[src/rtl/strict_json_syntax_validator_unit_assert.svh]
// Assertion macros shared by the JSON validator RTL.
// Each macro expects signals named clk and rst_n in the including module.
`ifndef STRICT_JSON_SYNTAX_VALIDATOR_UNIT_ASSERT_SVH
`define STRICT_JSON_SYNTAX_VALIDATOR_UNIT_ASSERT_SVH

// Condition implies consequence in the same cycle
`define JSVU_ASSERT_NOW(lbl, ante, cons, msg) \
    lbl: assert property (@(posedge clk) disable iff (!rst_n) (ante) |-> (cons)) \
        else $error(msg);

// Condition implies consequence in the next cycle
`define JSVU_ASSERT_NEXT(lbl, ante, cons, msg) \
    lbl: assert property (@(posedge clk) disable iff (!rst_n) (ante) |=> (cons)) \
        else $error(msg);

`endif

[src/rtl/jsv_pkg.sv]
// Shared types, character codes and literal tables for the JSON validator.
// No dependencies; used by all RTL modules of the block.
package jsv_pkg;

    // Default nesting limit
    localparam int MAX_DEPTH_DEF = 32;

    // Lexer phases
    typedef enum logic [4:0] {
        PH_VALUE     = 5'd0,
        PH_ARR_FIRST = 5'd1,
        PH_OBJ_FIRST = 5'd2,
        PH_KEY       = 5'd3,
        PH_KEY_STR   = 5'd4,
        PH_KEY_ESC   = 5'd5,
        PH_COLON     = 5'd6,
        PH_STR       = 5'd7,
        PH_STR_ESC   = 5'd8,
        PH_AFTER     = 5'd9,
        PH_LIT_T     = 5'd10,
        PH_LIT_F     = 5'd11,
        PH_LIT_N     = 5'd12,
        PH_NUM_MINUS = 5'd13,
        PH_NUM_ZERO  = 5'd14,
        PH_NUM_INT   = 5'd15,
        PH_NUM_DOT   = 5'd16,
        PH_NUM_FRAC  = 5'd17,
        PH_NUM_E     = 5'd18,
        PH_NUM_ESIGN = 5'd19,
        PH_NUM_EXP   = 5'd20
    } phase_t;

    // Container kind held on the stack
    typedef enum logic {
        KIND_OBJECT = 1'b0,
        KIND_ARRAY  = 1'b1
    } kind_t;

    // Literal selector
    typedef enum logic [1:0] {
        LIT_TRUE  = 2'd0,
        LIT_FALSE = 2'd1,
        LIT_NULL  = 2'd2
    } lit_sel_t;

    // Stack control from lexer to stack
    typedef struct packed {
        logic  push;
        logic  pop;
        kind_t kind;
    } stk_ctrl_t;

    // Character codes
    localparam logic [7:0] CH_TAB    = 8'h09;
    localparam logic [7:0] CH_LF     = 8'h0A;
    localparam logic [7:0] CH_CR     = 8'h0D;
    localparam logic [7:0] CH_SPACE  = 8'h20;
    localparam logic [7:0] CH_CTRL   = 8'h20;
    localparam logic [7:0] CH_QUOTE  = 8'h22;
    localparam logic [7:0] CH_PLUS   = 8'h2B;
    localparam logic [7:0] CH_COMMA  = 8'h2C;
    localparam logic [7:0] CH_MINUS  = 8'h2D;
    localparam logic [7:0] CH_DOT    = 8'h2E;
    localparam logic [7:0] CH_SLASH  = 8'h2F;
    localparam logic [7:0] CH_0      = 8'h30;
    localparam logic [7:0] CH_1      = 8'h31;
    localparam logic [7:0] CH_9      = 8'h39;
    localparam logic [7:0] CH_COLON  = 8'h3A;
    localparam logic [7:0] CH_UPPER_E = 8'h45;
    localparam logic [7:0] CH_LBRACK = 8'h5B;
    localparam logic [7:0] CH_BSLASH = 8'h5C;
    localparam logic [7:0] CH_RBRACK = 8'h5D;
    localparam logic [7:0] CH_A      = 8'h61;
    localparam logic [7:0] CH_B      = 8'h62;
    localparam logic [7:0] CH_E      = 8'h65;
    localparam logic [7:0] CH_F      = 8'h66;
    localparam logic [7:0] CH_L      = 8'h6C;
    localparam logic [7:0] CH_N      = 8'h6E;
    localparam logic [7:0] CH_R      = 8'h72;
    localparam logic [7:0] CH_S      = 8'h73;
    localparam logic [7:0] CH_T      = 8'h74;
    localparam logic [7:0] CH_U      = 8'h75;
    localparam logic [7:0] CH_LBRACE = 8'h7B;
    localparam logic [7:0] CH_RBRACE = 8'h7D;

    // Length of each literal
    function automatic logic [2:0] lit_len(input lit_sel_t sel);
        case (sel)
            LIT_FALSE: lit_len = 3'd5;
            default:   lit_len = 3'd4;
        endcase
    endfunction

    // Expected character of a literal at a given position
    function automatic logic [7:0] lit_char(input lit_sel_t sel, input logic [2:0] pos);
        logic [7:0] ch;
        ch = 8'h00;
        case (sel)
            LIT_TRUE:
            begin
                case (pos)
                    3'd0:    ch = CH_T;
                    3'd1:    ch = CH_R;
                    3'd2:    ch = CH_U;
                    3'd3:    ch = CH_E;
                    default: ch = 8'h00;
                endcase
            end
            LIT_FALSE:
            begin
                case (pos)
                    3'd0:    ch = CH_F;
                    3'd1:    ch = CH_A;
                    3'd2:    ch = CH_L;
                    3'd3:    ch = CH_S;
                    3'd4:    ch = CH_E;
                    default: ch = 8'h00;
                endcase
            end
            LIT_NULL:
            begin
                case (pos)
                    3'd0:    ch = CH_N;
                    3'd1:    ch = CH_U;
                    3'd2:    ch = CH_L;
                    3'd3:    ch = CH_L;
                    default: ch = 8'h00;
                endcase
            end
            default: ch = 8'h00;
        endcase
        return ch;
    endfunction

endpackage

[src/rtl/jsv_stack.sv]
// Container-kind stack of the JSON validator, built as a shift line.
// Depends on jsv_pkg for the kind and control types.
module jsv_stack #(
    parameter int DEPTH = jsv_pkg::MAX_DEPTH_DEF + 1
) (
    input  logic              clk,
    input  jsv_pkg::stk_ctrl_t ctrl,
    output jsv_pkg::kind_t    top
);

    logic [DEPTH-1:0] stack_reg;
    logic [DEPTH-1:0] stack_next;

    // Shift in on push, shift out on pop; top of stack sits at bit 0
    always_comb
    begin
        stack_next = stack_reg;
        if (ctrl.push)
        begin
            stack_next = {stack_reg[DEPTH-2:0], ctrl.kind};
        end
        else if (ctrl.pop)
        begin
            stack_next = {stack_reg[DEPTH-1], stack_reg[DEPTH-1:1]};
        end
    end

    // Entries are payload and hold no reset value
    always_ff @(posedge clk)
    begin
        stack_reg <= stack_next;
    end

    assign top = jsv_pkg::kind_t'(stack_reg[0]);

endmodule

[src/rtl/jsv_lexer.sv]
// Byte-level lexer and grammar checker of the JSON validator.
// Depends on jsv_pkg and the assertion macro header; drives the stack.
`include "strict_json_syntax_validator_unit_assert.svh"

module jsv_lexer #(
    parameter int MAX_DEPTH = jsv_pkg::MAX_DEPTH_DEF
) (
    input  logic               clk,
    input  logic               rst_n,
    input  logic               step_en,
    input  logic [7:0]         text_byte,
    input  logic               end_of_text,
    input  jsv_pkg::kind_t     stk_top,
    output jsv_pkg::stk_ctrl_t stk,
    output logic               text_valid
);

    localparam int LEVEL_W = $clog2(MAX_DEPTH + 2);
    localparam logic [LEVEL_W-1:0] LEVEL_MAX  = LEVEL_W'(MAX_DEPTH);
    localparam logic [LEVEL_W-1:0] LEVEL_FULL = LEVEL_W'(MAX_DEPTH + 1);

    jsv_pkg::phase_t     phase_reg, phase_next;
    logic [LEVEL_W-1:0]  level_reg, level_next;
    logic [2:0]          lit_pos_reg, lit_pos_next;
    logic                err_reg, err_next;

    jsv_pkg::phase_t     phase_cur;
    jsv_pkg::phase_t     fin_phase;
    jsv_pkg::kind_t      close_kind;
    jsv_pkg::lit_sel_t   lit_sel;
    jsv_pkg::stk_ctrl_t  stk_raw;
    logic                consumed;
    logic                do_begin;
    logic                do_close;
    logic                is_space;
    logic                is_digit;
    logic                exp_mark;
    logic                esc_ok;

    // Classify the byte
    always_comb
    begin
        is_space = text_byte inside {jsv_pkg::CH_SPACE, jsv_pkg::CH_TAB,
                                     jsv_pkg::CH_LF, jsv_pkg::CH_CR};
        is_digit = text_byte inside {[jsv_pkg::CH_0:jsv_pkg::CH_9]};
        exp_mark = text_byte inside {jsv_pkg::CH_E, jsv_pkg::CH_UPPER_E};
        esc_ok   = text_byte inside {jsv_pkg::CH_QUOTE, jsv_pkg::CH_BSLASH,
                                     jsv_pkg::CH_SLASH, jsv_pkg::CH_B, jsv_pkg::CH_F,
                                     jsv_pkg::CH_N, jsv_pkg::CH_R, jsv_pkg::CH_T};
    end

    // Next state for one byte
    always_comb
    begin
        phase_next   = phase_reg;
        level_next   = level_reg;
        lit_pos_next = lit_pos_reg;
        err_next     = err_reg;
        stk_raw      = '0;
        phase_cur    = phase_reg;
        consumed     = 1'b0;
        do_begin     = 1'b0;
        do_close     = 1'b0;
        close_kind   = jsv_pkg::KIND_OBJECT;
        lit_sel      = jsv_pkg::LIT_TRUE;

        if (!err_reg)
        begin
            // Number phases: consume the byte or end the number
            case (phase_reg)
                jsv_pkg::PH_NUM_MINUS:
                begin
                    consumed = 1'b1;
                    if (text_byte == jsv_pkg::CH_0)
                        phase_next = jsv_pkg::PH_NUM_ZERO;
                    else if (text_byte inside {[jsv_pkg::CH_1:jsv_pkg::CH_9]})
                        phase_next = jsv_pkg::PH_NUM_INT;
                    else
                        err_next = 1'b1;
                end
                jsv_pkg::PH_NUM_ZERO, jsv_pkg::PH_NUM_INT:
                begin
                    if (phase_reg == jsv_pkg::PH_NUM_INT && is_digit)
                        consumed = 1'b1;
                    else if (text_byte == jsv_pkg::CH_DOT)
                    begin
                        consumed   = 1'b1;
                        phase_next = jsv_pkg::PH_NUM_DOT;
                    end
                    else if (exp_mark)
                    begin
                        consumed   = 1'b1;
                        phase_next = jsv_pkg::PH_NUM_E;
                    end
                end
                jsv_pkg::PH_NUM_DOT:
                begin
                    consumed = 1'b1;
                    if (is_digit)
                        phase_next = jsv_pkg::PH_NUM_FRAC;
                    else
                        err_next = 1'b1;
                end
                jsv_pkg::PH_NUM_FRAC:
                begin
                    if (is_digit)
                        consumed = 1'b1;
                    else if (exp_mark)
                    begin
                        consumed   = 1'b1;
                        phase_next = jsv_pkg::PH_NUM_E;
                    end
                end
                jsv_pkg::PH_NUM_E:
                begin
                    consumed = 1'b1;
                    if (text_byte == jsv_pkg::CH_PLUS || text_byte == jsv_pkg::CH_MINUS)
                        phase_next = jsv_pkg::PH_NUM_ESIGN;
                    else if (is_digit)
                        phase_next = jsv_pkg::PH_NUM_EXP;
                    else
                        err_next = 1'b1;
                end
                jsv_pkg::PH_NUM_ESIGN:
                begin
                    consumed = 1'b1;
                    if (is_digit)
                        phase_next = jsv_pkg::PH_NUM_EXP;
                    else
                        err_next = 1'b1;
                end
                jsv_pkg::PH_NUM_EXP:
                begin
                    if (is_digit)
                        consumed = 1'b1;
                end
                default:
                begin
                    consumed = 1'b0;
                end
            endcase

            // A finished number hands the byte on as the one after a value
            if (!consumed && phase_reg inside {[jsv_pkg::PH_NUM_MINUS:jsv_pkg::PH_NUM_EXP]})
            begin
                phase_cur  = jsv_pkg::PH_AFTER;
                phase_next = jsv_pkg::PH_AFTER;
            end

            if (!consumed)
            begin
                case (phase_cur)
                    jsv_pkg::PH_VALUE:
                    begin
                        if (!is_space)
                            do_begin = 1'b1;
                    end
                    jsv_pkg::PH_ARR_FIRST:
                    begin
                        if (text_byte == jsv_pkg::CH_RBRACK)
                        begin
                            do_close   = 1'b1;
                            close_kind = jsv_pkg::KIND_ARRAY;
                        end
                        else if (!is_space)
                            do_begin = 1'b1;
                    end
                    jsv_pkg::PH_OBJ_FIRST, jsv_pkg::PH_KEY:
                    begin
                        if (is_space)
                            phase_next = phase_cur;
                        else if (text_byte == jsv_pkg::CH_QUOTE)
                            phase_next = jsv_pkg::PH_KEY_STR;
                        else if (text_byte == jsv_pkg::CH_RBRACE &&
                                 phase_cur == jsv_pkg::PH_OBJ_FIRST)
                        begin
                            do_close   = 1'b1;
                            close_kind = jsv_pkg::KIND_OBJECT;
                        end
                        else
                            err_next = 1'b1;
                    end
                    jsv_pkg::PH_KEY_STR, jsv_pkg::PH_STR:
                    begin
                        if (text_byte < jsv_pkg::CH_CTRL)
                            err_next = 1'b1;
                        else if (text_byte == jsv_pkg::CH_QUOTE)
                            phase_next = (phase_cur == jsv_pkg::PH_KEY_STR)
                                ? jsv_pkg::PH_COLON : jsv_pkg::PH_AFTER;
                        else if (text_byte == jsv_pkg::CH_BSLASH)
                            phase_next = (phase_cur == jsv_pkg::PH_KEY_STR)
                                ? jsv_pkg::PH_KEY_ESC : jsv_pkg::PH_STR_ESC;
                    end
                    jsv_pkg::PH_KEY_ESC, jsv_pkg::PH_STR_ESC:
                    begin
                        if (esc_ok)
                            phase_next = (phase_cur == jsv_pkg::PH_KEY_ESC)
                                ? jsv_pkg::PH_KEY_STR : jsv_pkg::PH_STR;
                        else
                            err_next = 1'b1;
                    end
                    jsv_pkg::PH_COLON:
                    begin
                        if (text_byte == jsv_pkg::CH_COLON)
                            phase_next = jsv_pkg::PH_VALUE;
                        else if (!is_space)
                            err_next = 1'b1;
                    end
                    jsv_pkg::PH_LIT_T, jsv_pkg::PH_LIT_F, jsv_pkg::PH_LIT_N:
                    begin
                        if (phase_cur == jsv_pkg::PH_LIT_T)
                            lit_sel = jsv_pkg::LIT_TRUE;
                        else if (phase_cur == jsv_pkg::PH_LIT_F)
                            lit_sel = jsv_pkg::LIT_FALSE;
                        else
                            lit_sel = jsv_pkg::LIT_NULL;
                        if (lit_pos_reg >= jsv_pkg::lit_len(lit_sel) ||
                            text_byte != jsv_pkg::lit_char(lit_sel, lit_pos_reg))
                            err_next = 1'b1;
                        else if (lit_pos_reg + 3'd1 == jsv_pkg::lit_len(lit_sel))
                        begin
                            lit_pos_next = 3'd0;
                            phase_next   = jsv_pkg::PH_AFTER;
                        end
                        else
                            lit_pos_next = lit_pos_reg + 3'd1;
                    end
                    jsv_pkg::PH_AFTER:
                    begin
                        if (is_space)
                            phase_next = phase_cur;
                        else if (level_reg == '0)
                            err_next = 1'b1;
                        else if (text_byte == jsv_pkg::CH_COMMA)
                            phase_next = (stk_top == jsv_pkg::KIND_OBJECT)
                                ? jsv_pkg::PH_KEY : jsv_pkg::PH_VALUE;
                        else if (text_byte == jsv_pkg::CH_RBRACE)
                        begin
                            do_close   = 1'b1;
                            close_kind = jsv_pkg::KIND_OBJECT;
                        end
                        else if (text_byte == jsv_pkg::CH_RBRACK)
                        begin
                            do_close   = 1'b1;
                            close_kind = jsv_pkg::KIND_ARRAY;
                        end
                        else
                            err_next = 1'b1;
                    end
                    default:
                    begin
                        err_next = 1'b1;
                    end
                endcase
            end

            // Start a value: string, container, literal or number
            if (do_begin)
            begin
                if (level_reg > LEVEL_MAX)
                    err_next = 1'b1;
                else
                begin
                    lit_pos_next = 3'd0;
                    case (text_byte)
                        jsv_pkg::CH_QUOTE:  phase_next = jsv_pkg::PH_STR;
                        jsv_pkg::CH_LBRACE:
                        begin
                            stk_raw.push = 1'b1;
                            stk_raw.kind = jsv_pkg::KIND_OBJECT;
                            level_next   = level_reg + 1'b1;
                            phase_next   = jsv_pkg::PH_OBJ_FIRST;
                        end
                        jsv_pkg::CH_LBRACK:
                        begin
                            stk_raw.push = 1'b1;
                            stk_raw.kind = jsv_pkg::KIND_ARRAY;
                            level_next   = level_reg + 1'b1;
                            phase_next   = jsv_pkg::PH_ARR_FIRST;
                        end
                        jsv_pkg::CH_T:
                        begin
                            phase_next   = jsv_pkg::PH_LIT_T;
                            lit_pos_next = 3'd1;
                        end
                        jsv_pkg::CH_F:
                        begin
                            phase_next   = jsv_pkg::PH_LIT_F;
                            lit_pos_next = 3'd1;
                        end
                        jsv_pkg::CH_N:
                        begin
                            phase_next   = jsv_pkg::PH_LIT_N;
                            lit_pos_next = 3'd1;
                        end
                        jsv_pkg::CH_MINUS:  phase_next = jsv_pkg::PH_NUM_MINUS;
                        jsv_pkg::CH_0:      phase_next = jsv_pkg::PH_NUM_ZERO;
                        default:
                        begin
                            if (text_byte inside {[jsv_pkg::CH_1:jsv_pkg::CH_9]})
                                phase_next = jsv_pkg::PH_NUM_INT;
                            else
                                err_next = 1'b1;
                        end
                    endcase
                end
            end

            // Close a container if the kind on top matches
            if (do_close)
            begin
                if (level_reg == '0 || stk_top != close_kind)
                    err_next = 1'b1;
                else
                begin
                    stk_raw.pop = 1'b1;
                    level_next  = level_reg - 1'b1;
                    phase_next  = jsv_pkg::PH_AFTER;
                end
            end
        end

        // End of text: a complete number counts as a finished value
        fin_phase = phase_next;
        if (phase_next inside {jsv_pkg::PH_NUM_ZERO, jsv_pkg::PH_NUM_INT,
                               jsv_pkg::PH_NUM_FRAC, jsv_pkg::PH_NUM_EXP})
            fin_phase = jsv_pkg::PH_AFTER;
        text_valid = !err_next && level_next == '0 && fin_phase == jsv_pkg::PH_AFTER;

        // Return to the start state after the last byte
        if (end_of_text)
        begin
            phase_next   = jsv_pkg::PH_VALUE;
            level_next   = '0;
            lit_pos_next = 3'd0;
            err_next     = 1'b0;
        end
    end

    // Gate stack moves with the step
    assign stk = step_en ? stk_raw : '0;

    // Lexer state registers
    always_ff @(posedge clk or negedge rst_n)
    begin
        if (!rst_n)
        begin
            phase_reg   <= jsv_pkg::PH_VALUE;
            level_reg   <= '0;
            lit_pos_reg <= 3'd0;
            err_reg     <= 1'b0;
        end
        else if (step_en)
        begin
            phase_reg   <= phase_next;
            level_reg   <= level_next;
            lit_pos_reg <= lit_pos_next;
            err_reg     <= err_next;
        end
    end

    `JSVU_ASSERT_NOW(a_level_bound, 1'b1, level_reg <= LEVEL_FULL,
        "nesting level beyond stack depth")
    `JSVU_ASSERT_NEXT(a_err_sticky, err_reg && !(step_en && end_of_text), err_reg,
        "error flag cleared before end of text")
    `JSVU_ASSERT_NEXT(a_restart, step_en && end_of_text,
        phase_reg == jsv_pkg::PH_VALUE && level_reg == '0 && !err_reg,
        "lexer not back at start after last byte")

endmodule

[src/rtl/strict_json_syntax_validator_unit.sv]
// The verdict for a text is registered in the result register when its last byte steps the lexer.
// Throughput: one byte per cycle unless a last byte stalls; lexer state and stack shift update together.
// A last byte waits in the input register only while an earlier result is unread.
// Reset (rst_n low, asynchronous) empties both registers and returns the lexer to
// its start state; the stack contents are not cleared and need not be.
module strict_json_syntax_validator_unit #(
    parameter int MAX_DEPTH = jsv_pkg::MAX_DEPTH_DEF
) (
    input  logic       clk,
    input  logic       rst_n,
    input  logic       s_axis_tvalid,
    output logic       s_axis_tready,
    input  logic [7:0] s_axis_tdata,   // [7:0] text_byte
    input  logic       s_axis_tlast,   // end_of_text
    output logic       m_axis_tvalid,
    input  logic       m_axis_tready,
    output logic [7:0] m_axis_tdata    // [0] text_valid, [7:1] zero
);

    `include "strict_json_syntax_validator_unit_assert.svh"

    logic               in_valid_reg, in_valid_next;
    logic [7:0]         in_byte_reg;
    logic               in_last_reg;
    logic               out_valid_reg, out_valid_next;
    logic               out_bit_reg, out_bit_next;
    logic               advance;
    logic               text_valid;
    jsv_pkg::stk_ctrl_t stk;
    jsv_pkg::kind_t     stk_top;

    // Only a last byte can stall, and only on a full result register
    assign advance       = in_valid_reg && (!in_last_reg || !out_valid_reg || m_axis_tready);
    assign s_axis_tready = !in_valid_reg || advance;

    // Input register control
    always_comb
    begin
        in_valid_next = in_valid_reg;
        if (s_axis_tready)
            in_valid_next = s_axis_tvalid;
    end

    // Result register control
    always_comb
    begin
        out_valid_next = out_valid_reg;
        out_bit_next   = out_bit_reg;
        if (advance && in_last_reg)
        begin
            out_valid_next = 1'b1;
            out_bit_next   = text_valid;
        end
        else if (m_axis_tready)
            out_valid_next = 1'b0;
    end

    always_ff @(posedge clk or negedge rst_n)
    begin
        if (!rst_n)
        begin
            in_valid_reg  <= 1'b0;
            out_valid_reg <= 1'b0;
        end
        else
        begin
            in_valid_reg  <= in_valid_next;
            out_valid_reg <= out_valid_next;
        end
    end

    // Hold payload on each transfer
    always_ff @(posedge clk)
    begin
        if (s_axis_tvalid && s_axis_tready)
        begin
            in_byte_reg <= s_axis_tdata;
            in_last_reg <= s_axis_tlast;
        end
        out_bit_reg <= out_bit_next;
    end

    jsv_lexer #(
        .MAX_DEPTH (MAX_DEPTH)
    ) u_lexer (
        .clk         (clk),
        .rst_n       (rst_n),
        .step_en     (advance),
        .text_byte   (in_byte_reg),
        .end_of_text (in_last_reg),
        .stk_top     (stk_top),
        .stk         (stk),
        .text_valid  (text_valid)
    );

    jsv_stack #(
        .DEPTH (MAX_DEPTH + 1)
    ) u_stack (
        .clk  (clk),
        .ctrl (stk),
        .top  (stk_top)
    );

    assign m_axis_tvalid = out_valid_reg;
    assign m_axis_tdata  = {7'b0, out_bit_reg};

    `JSVU_ASSERT_NOW(a_no_stall_mid_text, in_valid_reg && !in_last_reg, advance,
        "byte inside a text stalled")
    `JSVU_ASSERT_NEXT(a_result_loaded, advance && in_last_reg, out_valid_reg,
        "last byte gave no result")
    `JSVU_ASSERT_NEXT(a_result_held, m_axis_tvalid && !m_axis_tready,
        m_axis_tvalid && $stable(m_axis_tdata), "result changed while stalled")

endmodule
[config.mk]
export PLATFORM = sky130hd
export DESIGN_NAME = strict_json_syntax_validator_unit
export DESIGN_NICKNAME = d
export VERILOG_FILES = /design/src/rtl/jsv_pkg.sv /design/src/rtl/jsv_stack.sv /design/src/rtl/jsv_lexer.sv /design/src/rtl/strict_json_syntax_validator_unit.sv
export VERILOG_INCLUDE_DIRS = /design/src /design/src/rtl
export SDC_FILE = /design/constraint.sdc
export NUM_CORES = 1
export LEC_CHECK = 0
export BUFFER_PORTS_ARGS = -buffer_cell sky130_fd_sc_hd__buf_2
export CAP_MARGIN = 20
export CELL_PAD_IN_SITES_DETAIL_PLACEMENT = 1
export CELL_PAD_IN_SITES_GLOBAL_PLACEMENT = 1
export CORE_MARGIN = 10
export CORE_UTILIZATION = 52
export DETAILED_ROUTE_END_ITERATION = 8
export PLACE_DENSITY_LB_ADDON = 0.05
export SLEW_MARGIN = 20
export SYNTH_ARGS = -nofsm -noshare
export SYNTH_HDL_FRONTEND = slang
export SYNTH_SLANG_ARGS = --single-unit
[constraint.sdc]
create_clock -name clk -period 12.6 [get_ports clk]
set_clock_uncertainty 0.05 [all_clocks]
set_input_delay 0.63 -clock clk [delete_from_list [all_inputs] [get_ports clk]]
set_output_delay 0.63 -clock clk [all_outputs]
set_load 0.02 [all_outputs]
* Word level (Yosys, flattened, before mapping)
Cells that the tools add are included.
** Storage, ports and cells
- Bits in registers :: 60
- Input bits :: 13
** Operators by class
- Add/subtract/negate cells :: 3
- $lt $le $gt $ge :: 8
- Equality and inequality tests :: 59
- Muxes and demuxes :: 148
- Reductions and logical operators :: 46
** Operators by type and width (count)
- two-way mux 5 bit :: 33
- equality test 8 x 7 -> 1 bit (second input constant) :: 12
- equality test 8 x 6 -> 1 bit (second input constant) :: 9
- two-way mux 1 bit :: 64
- one-hot mux 5 bit (6 select lines) :: 2
- equality test 5 x 4 -> 1 bit (second input constant) :: 11
- two-way mux 3 bit :: 17
- two-way mux 6 bit :: 7
- one-hot mux 5 bit (8 select lines) :: 1
- equality test 5 bit (second input constant) :: 7
- one-hot mux 7 bit (5 select lines) :: 1
- two-way mux 33 bit :: 1
- two-way mux 32 bit :: 1
- one-hot mux 7 bit (4 select lines) :: 1
- equality test 8 x 4 -> 1 bit (second input constant) :: 3
- two-way mux 8 bit :: 3
- one-hot mux 8 bit (3 select lines) :: 1
- one-hot mux 7 bit (3 select lines) :: 1
- equality test 5 x 3 -> 1 bit (second input constant) :: 4
- >= comparator 8 x 6 -> 1 bit (second input constant) :: 2
- OR reduction 2 bit :: 8
- two-way mux 2 bit :: 7
- logical NOT 6 bit :: 2
- logical AND 1 bit :: 11
- 37 further kinds :: 55

* Logic depth before layout (Yosys ltp)
Gate-level depths: netlist of run 1.
- Word-level depth :: 45
- Depth in mapped cells :: 13
- Gate-level depth less buffers :: 13

* Cells and area by module
From an unflattened synthesis of run 1, not the netlist that was laid out.
** Second synthesis, totals
- Cells, all modules :: 575
- Area, all modules :: 5308.8 µm²
** Modules (own cells, without submodules)
- jsv_lexer :: instances 1, cells each 475, area each 3283.1 µm²
- jsv_stack :: instances 1, cells each 71, area each 1540.2 µm²
- strict_json_syntax_validator_unit :: instances 1, cells each 29, area each 485.5 µm²

* Worst setup path after synthesis of run 1
Ideal clock, no wire load.
- Kind :: register to register
- Start point :: reg u_lexer.phase_reg[4]
- End point :: reg u_stack.stack_reg[0] (enable)
- Library setup time :: 0.425 ns
- Arrival :: 3.740 ns
- Setup slack :: 8.385 ns
- Cell stages (with the launch flop) :: 9
- Buffers on the path :: 1
- Path through :: dfrtp_1 > buf_4 > or4_4 > or3_1 > o21ai_0 > a311oi_1 > a211o_4 > a21oi_1 > nor2b_1
** Between the ends
- Cells in the longest elaborated chain, start to end :: 21
** Ends and longest elaborated chain
- from (decl) :: line jsv_lexer.sv:22 : jsv_pkg::phase_t phase_reg, phase_next;
- from (signal assigned) :: line jsv_lexer.sv:348 : phase_reg <= jsv_pkg::PH_VALUE;
- from (signal assigned) :: line jsv_lexer.sv:355 : phase_reg <= phase_next;
- equality test 5 x 4 -> 1 bit :: line jsv_lexer.sv:70, jsv_lexer.sv:83
- logical AND 1 bit :: line jsv_lexer.sv:83 : if (phase_reg == jsv_pkg::PH_NUM_INT && is_digit)
- two-way mux 1 bit :: line jsv_lexer.sv:83
- one-hot mux 1 bit (4 select lines) :: line jsv_lexer.sv:70 : case (phase_reg)
- two-way mux 1 bit :: line jsv_lexer.sv:67 : if (!err_reg)
- logical NOT 1 bit :: line jsv_lexer.sv:144 : if (!consumed && phase_reg inside {[jsv_pkg::PH_NUM_MINUS:jsv_pkg::PH_NUM_EXP]})
- logical AND 1 bit :: line jsv_lexer.sv:144
- two-way mux 5 bit :: line jsv_lexer.sv:144
- [5 not listed]
- two-way mux 1 bit :: line jsv_lexer.sv:170 : if (is_space)
- one-hot mux 1 bit (3 select lines) :: line jsv_lexer.sv:152 : case (phase_cur)
- two-way mux 1 bit :: line jsv_lexer.sv:150 : if (!consumed)
- two-way mux 1 bit :: line jsv_lexer.sv:67
- two-way mux 1 bit :: line jsv_lexer.sv:310 : if (do_close)
- two-way mux 3 bit (*) :: line jsv_lexer.sv:67
- two-way mux 3 bit (*) :: line jsv_lexer.sv:341 : assign stk = step_en ? stk_raw : '0;
- nonzero test 2 bit (no line) (*)
- to (signal assigned) :: line jsv_stack.sv:31 : stack_reg <= stack_next;
- to (decl) :: line jsv_stack.sv:11 : logic [DEPTH-1:0] stack_reg;
Mark *: on every way between the ends. The rest lies on a longest branch, timed or not. The select of a mux whose other input is x is not followed.
A chain may end at the register's enable or synchronous reset.

* Worst setup path after layout of run 1
- Start point :: reg u_lexer.phase_reg[0]
- End point :: reg out_bit_reg, data pin
** Between the ends
- Cells in the longest elaborated chain, start to end :: 38
** Ends and longest elaborated chain
- equality test 5 x 4 -> 1 bit :: line jsv_lexer.sv:70, jsv_lexer.sv:83
- logical AND 1 bit :: line jsv_lexer.sv:83
- two-way mux 1 bit :: line jsv_lexer.sv:83
- one-hot mux 1 bit (4 select lines) :: line jsv_lexer.sv:70
- two-way mux 1 bit :: line jsv_lexer.sv:67
- logical NOT 1 bit :: line jsv_lexer.sv:144
- logical AND 1 bit :: line jsv_lexer.sv:144
- two-way mux 5 bit :: line jsv_lexer.sv:144
- [23 not listed]
- two-way mux 5 bit :: line jsv_lexer.sv:310
- two-way mux 5 bit :: line jsv_lexer.sv:67
- equality test 5 x 4 -> 1 bit or equality test 5 bit (tied branches) :: line jsv_lexer.sv:325 : if (phase_next inside {jsv_pkg::PH_NUM_ZERO, jsv_pkg::PH_NUM_INT,
- nonzero test 4 bit :: line jsv_lexer.sv:325
- two-way mux 5 bit :: line jsv_lexer.sv:325
- equality test 5 x 4 -> 1 bit :: line jsv_lexer.sv:328 : text_valid = !err_next && level_next == '0 && fin_phase == jsv_pkg::PH_AFTER;
- logical AND 1 bit (*) :: line jsv_lexer.sv:328
- net text_valid :: line strict_json_syntax_validator_unit.sv:28 : logic text_valid;
- to (signal assigned) :: line strict_json_syntax_validator_unit.sv:80 : out_bit_reg <= out_bit_next;
- to (decl) :: line strict_json_syntax_validator_unit.sv:26 : logic out_bit_reg, out_bit_next;
The timed path passes the listed nets; every way through them passes the cells marked *. The select of a mux whose other input is x is not followed.

==> results of run 1 <==
-- worst max path at each step --
stage / endpoint / cells after the start / from
after floorplan: u_stack.stack_reg[0] / 8 / u_lexer.phase_reg[4]
after global placement: out_bit_reg / 10 / u_lexer.phase_reg[0]
after detailed placement: out_bit_reg / 10 / u_lexer.phase_reg[0]
after CTS: out_bit_reg / 10 / u_lexer.phase_reg[0]
after global routing: out_bit_reg / 10 / u_lexer.phase_reg[0]
final: out_bit_reg / 10 / u_lexer.phase_reg[0]
-- metal layers --
| layer | track usage | vias to the layer above |
|---|---|---|
| met3 | 0.0475 | 54 |
| met4 | 0.107 | 2 |
| li1 | - | 2054 |
| met1 | 0.281 | 2278 |
| met5 | 0 | - |
| met2 | 0.406 | 144 |
-- cells in the final DEF (no fill, tap or decap), types with 15 or more instances in the layout --
cell type / n
buf_2: 15
mux2_2: 32
a21oi_1: 29
dfrtp_1: 17
nor2_1: 48
inv_1: 20
edfxtp_1: 43
nand2_1: 56
o21ai_0: 30
nand3_1: 17
-- final cells by class --
| class | count | share of cell area |
|---|---|---|
| tap | 129 | 0.0307 |
| clock buffer | 11 | 0.0250 |
| sequential | 60 | 0.327 |
| timing repair buffer | 18 | 0.0186 |
| clock inverter | 5 | 0.0191 |
| inverter | 20 | 0.0143 |
| multi-input combinational | 438 | 0.566 |
-- metrics by stage --
step | hold slack, ns | power, mW | cells | worst slack [ns]
floorplan | 0.284 | 0.478 | 557 | 8.39
global placement | 0.490 | 0.551 | 665 | 8.41
detailed placement | 0.515 | 0.558 | 665 | 8.30
CTS | 0.157 | 0.768 | 681 | 8.29
global route | 0.177 | 0.814 | 681 | 8.05
finish | 0.159 | 0.772 | 681 | 8.26
-- worst max-delay path, delay by kind of cell (launching register included) --
family,cells,cell delay [ns]
AO/OA/AOI/OAI,4,0.76
buffers and inverters,1,0.46
flip-flops,1,0.84
multiplexers,2,0.55
AND/OR/NAND/NOR,3,1.46
-- kinds of logic (layout without fill, tap and decap cells) --
family | after synthesis | after routing | synth area share
other | 1 | 7 | 0.000758
xor gates and xnor gates | 9 | 9 | 0.0159
muxes | 37 | 37 | 0.0829
adders and majority gates | 9 | 9 | 0.0228
and+or+nand+nor | 228 | 228 | 0.257
DFF | 60 | 60 | 0.347
AOI/OAI and AO/OA | 148 | 148 | 0.215
buffers and inverters | 59 | 54 | 0.0587
-- power groups by stage --
stage / logic, mW / registers [mW] / clock network (mW)
2_1_floorplan: 0.241 / 0.237 / 0
3_3_place_gp: 0.268 / 0.283 / 0
5_1_grt: 0.306 / 0.289 / 0.220
6_report: 0.279 / 0.284 / 0.210
4_1_cts: 0.274 / 0.282 / 0.212
3_5_place_dp: 0.272 / 0.286 / 0
==> impl_metrics.json, run 1 <==
{
  "synth_top_cell_area_share": 0.261,
  "grt-ovfl-total": 0,
  "cts_tree": "done",
  "clkTransAtPathRegs_ns": 0.07,
  "worst_pin_slew_ns": 0.976,
  "seqPwrFrac": 0.367,
  "reg2reg_from": "u_lexer.phase_reg[0]",
  "endpoint_kind": "flop",
  "drc": 0,
  "cp_slowest_stage_delay_ns": 0.84,
  "power.leakage_nw": 1.87,
  "path_cells": "inv_1 > nor2_2 > mux2i_1 > mux2i_1 > o21ai_1 > or4_4 > a221oi_1 > o21ai_0 > or4_1 > a2111oi_2",
  "fin_tns_setup_ns": 0,
  "cp_common_cell": "mux2i_1",
  "drtPass1Iterations": 6,
  "clk_latency_ns": 0.35,
  "synth.area.top_cells": "edfxtp_1 (26%), dfrtp_1 (8.6%), mux2_2 (7.3%)",
  "wl_met1_um": 6680,
  "cp.required_ns": 12.71,
  "cts_resized": 0,
  "critPathMaxFanout": 20,
  "die_w_um": 118,
  "switching_share": 0.409,
  "hold_path.class": "in2async",
  "core_area_um2": 9240,
  "highest_layer": "met5",
  "rsz0062_at_grt": "no",
  "yosysTopAreaCell": "edfxtp_1",
  "grt_pass1_wl_um": 26800,
  "synth_seq_area_share": 0.347,
  "ys_top_cells_by_count": "nand2_1 (56), nor2_1 (48), edfxtp_1 (43)",
  "yosysWarnings": 0,
  "wl_met2_um": 8390,
  "async_reset_ff_frac": 0.283,
  "wl_met3_um": 827,
  "status": "completed",
  "final_nets": 569,
  "ant_nets": 0,
  "peakVddDrop_mv": 0.0900,
  "avgViaCountPerCell": 6.65,
  "fin_util": 0.569,
  "clkPwrFrac": 0.271,
  "antenna-diode-count": 0,
  "synth_edf_count": 43,
  "postSynthAreaPerCell_um2": 8.98,
  "vias": 4532,
  "post-route-period-util": 0.344,
  "layout.area.seq_um2": 1720,
  "final-hold-violation-count": 0,
  "arrival_ns": 4.44,
  "post_cts_buffers": 0,
  "htree_levels": 3,
  "grt_pass1_vias": 4767,
  "cts-hold-fix-buffers": 0,
  "ios": 23,
  "wire_per_inst_um": 24.3,
  "placed_area_um2": 5020,
  "max_freq_ghz": 0.231,
  "worstReg2RegEnd": "out_bit_reg",
  "rr_worst_depth": 10,
  "root_buffer": "clkbuf_8",
  "multi_input_area_um2": 2970,
  "slowest_stage": "dfrtp_1",
  "setup_viol": 0,
  "drt_iter0_drc": 438,
  "syn2layout_area_growth_pct": 6.17,
  "worst_slew_margin_rel": 0.341,
  "start_util": 0.536,
  "synthFlopType": "edfxtp_1",
  "grt_util_all_layers": 0.238,
  "place.gp.congestion": 1.06,
  "numCtsBuffers": 9,
  "synth.distinct_cells": 90,
  "fp-row-count": 35,
  "grt_max_degree": 35,
  "clock_sinks": 60,
  "ys_seq_elements": 60,
  "drive_above_1_share": 0.170,
  "largest_register_ffs": 33,
  "nFillCells": 1086,
  "clk_path_buf_depth": 2,
  "design_area_um2": 5250,
  "die_area_um2": 13800,
  "finalWirelength_um": 16500,
  "p_per_area_nw_per_um2": 147,
  "die_h_um": 118,
  "drv_cap": 0,
  "r2r_slack_ns": 8.26,
  "crit_type": "reg2reg",
  "antenna_found_initial": 0,
  "comb_power_share": 0.361,
  "p_int_mw": 0.456,
  "post-dp-hpwl_um": 12000,
  "period_needed_ns": 4.34,
  "syn_inst": 551,
  "p_sw_mw": 0.316,
  "final_max_slew_viol_count": 0,
  "synthesis.area_um2": 4950,
  "synth_most_common_cell": "nand2_1",
  "crit_path_start_kind": "flop",
  "portBuffers": 15
}
Note: power is estimated with default switching activity, not from simulation.
==> run 2: changes to the inputs <==
--- a/config.mk
+++ b/config.mk
@@ -11,7 +11,7 @@
 export CELL_PAD_IN_SITES_DETAIL_PLACEMENT = 1
 export CELL_PAD_IN_SITES_GLOBAL_PLACEMENT = 1
 export CORE_MARGIN = 10
-export CORE_UTILIZATION = 52
+export CORE_UTILIZATION = 44
 export DETAILED_ROUTE_END_ITERATION = 8
 export PLACE_DENSITY_LB_ADDON = 0.05
 export SLEW_MARGIN = 20
==> constraint.sdc (replaced) <==
create_clock -name clk -period 3.66 [get_ports clk]
set_clock_uncertainty 0.05 [all_clocks]
set_input_delay 0.183 -clock clk [delete_from_list [all_inputs] [get_ports clk]]
set_output_delay 0.183 -clock clk [all_outputs]
set_load 0.02 [all_outputs]
==> impl_metrics.json, run 2 (synthesis gave the netlist of run 1 again) <==
{
  "cts_tree": "done",
  "die_area_um2": 15900,
  "layout_setup_ws_ns": 0.109,
  "post-dp-hpwl_um": 12600,
  "worst_slew_margin_rel": 0.450,
  "hold_path.class": "in2reg",
  "period_needed_ns": 3.55,
  "antenna_found_initial": 0,
  "final-hold-violation-count": 0,
  "core_area_um2": 10900,
  "antenna-diode-count": 0,
  "htree_levels": 3,
  "grt_util_all_layers": 0.205,
  "final_common_cell": "buf_4",
  "avgViaCountPerCell": 6.08,
  "crit_path_start_kind": "flop",
  "drive_above_1_share": 0.334,
  "crit_type": "reg2reg",
  "reg2reg_from": "in_byte_reg[0]",
  "clk_latency_ns": 0.35,
  "ant_nets": 0,
  "peakVddDrop_mv": 0.364,
  "status": "completed",
  "hold_start": "m_axis_tready",
  "nFillCells": 1261,
  "grt_max_degree": 35,
  "worstReg2RegEnd": "out_bit_reg",
  "portBuffers": 15,
  "drc": 0,
  "hold_end": "in_valid_reg",
  "fp-row-count": 38,
  "setup_viol": 0,
  "rr_worst_depth": 13,
  "vias": 4797,
  "clkTransAtPathRegs_ns": 0.06,
  "final_max_slew_viol_count": 0,
  "cp.required_ns": 3.78,
  "hold_slack_ns": 0.143,
  "final_cell_mix": "buf_4 (84), nand2_1 (56), nor2_1 (45)",
  "start_util": 0.453,
  "root_buffer": "clkbuf_16",
  "ios": 23,
  "endpoint_kind": "flop",
  "max_freq_ghz": 0.282,
  "final_nets": 666,
  "power.leakage_nw": 2.39,
  "largest_register_ffs": 33,
  "numCtsBuffers": 9,
  "p_per_area_nw_per_um2": 509,
  "critPathMaxFanout": 5,
  "place.gp.congestion": 1.00,
  "grt-ovfl-total": 0,
  "wire_per_inst_um": 21.3,
  "r2r_slack_ns": 0.11,
  "clock_sinks": 60,
  "grt_pass1_vias": 4837,
  "grt_pass1_wl_um": 26700,
  "die_w_um": 126,
  "post-route-period-util": 0.970,
  "worst_pin_slew_ns": 0.815,
  "holdPathStages": 4,
  "pre_cts_ws_ns": -0.0822,
  "arrival_ns": 3.67,
  "drv_cap": 0,
  "syn2layout_area_growth_pct": 27.2,
  "die_h_um": 126,
  "drt_iter0_drc": 399,
  "finalWirelength_um": 16800,
  "drtPass1Iterations": 5,
  "clk_path_buf_depth": 2
}
run 2: changes by cell type in the layout (fill, tap and decap cells not counted), sizes merged:
cell and delta:
buf +85, bufinv -2, clkbuf -1, clkinv -2
clkinvlp +2, dlygate4sd3 +11, inv +4
run 2: layout make-up:
class | count | area, um^2 | area share
Clock buffer | 9 | 225 | 0.0358
Clock inverter | 7 | 82.6 | 0.0131
Inverter | 20 | 75.1 | 0.0119
Multi-Input combinational cell | 438 | 3130 | 0.497
Sequential cell | 60 | 1720 | 0.274
Tap cell | 140 | 175 | 0.0278
Timing Repair Buffer | 115 | 883 | 0.140
run 2: worst max-delay path by stage:
stage                      endpoint  slack, ns              startpoint
2_1_floorplan  u_stack.stack_reg[0]       0.04    u_lexer.phase_reg[4]
3_3_place_gp            out_bit_reg       0.04    u_lexer.phase_reg[3]
3_5_place_dp            out_bit_reg      -0.08  u_lexer.lit_pos_reg[0]
4_1_cts                 out_bit_reg      0.005    u_lexer.phase_reg[3]
5_1_grt                 out_bit_reg      -0.13          in_byte_reg[1]
6_report                out_bit_reg       0.11          in_byte_reg[0]
run 2: what timing repair did:
item                                   in CTS  in global routing
pin swaps                                   0                 12
hold buffers                               11                  0
gates resized for setup                     2                 42
buffers inserted                            1                 17
setup endpoints to repair                   1                  1
endpoints found under the hold margin      27                  0
run 2: per-stage QoR:
stage                util  instance area [um^2]  power [mW]  std cells  setup TNS, ns
finish              0.576                  6300        3.20        789              0
global route        0.576                  6300        3.37        789         -0.127
CTS                 0.549                  6000        3.07        772              0
detailed placement  0.509                  5570        2.14        744        -0.0822
global placement    0.509                  5570        2.12        744              0
floorplan               -                  4970        1.65        557              0
run 2: metal layers:
layer,wire (um),track usage,vias up
met4,246,0.0650,0
li1,-,-,2247
met2,7960,0.319,140
met5,0,0,-
met3,1050,0.0411,22
met1,7560,0.278,2388
run 2: worst max-delay path: stages (launching register included):
cell and delay (ns):
edfxtp_1 0.43, buf_4 0.15, clkbuf_2 0.16, nor3b_2 0.07
o211ai_1 0.37, and2_1 0.22, nand3_2 0.10, buf_4 0.15
or3_4 0.37, nand2_1 0.09, a21oi_1 0.04, or4_1 0.47
or4_4 0.44, a2111oi_4 0.26
run 2: report_power, final:
group | internal [mW] | total (mW) | switching (mW)
combinational | 0.604 | 1.46 | 0.861
sequential | 0.771 | 0.840 | 0.0689
clock | 0.539 | 0.899 | 0.361
total | 1.91 | 3.20 | 1.29
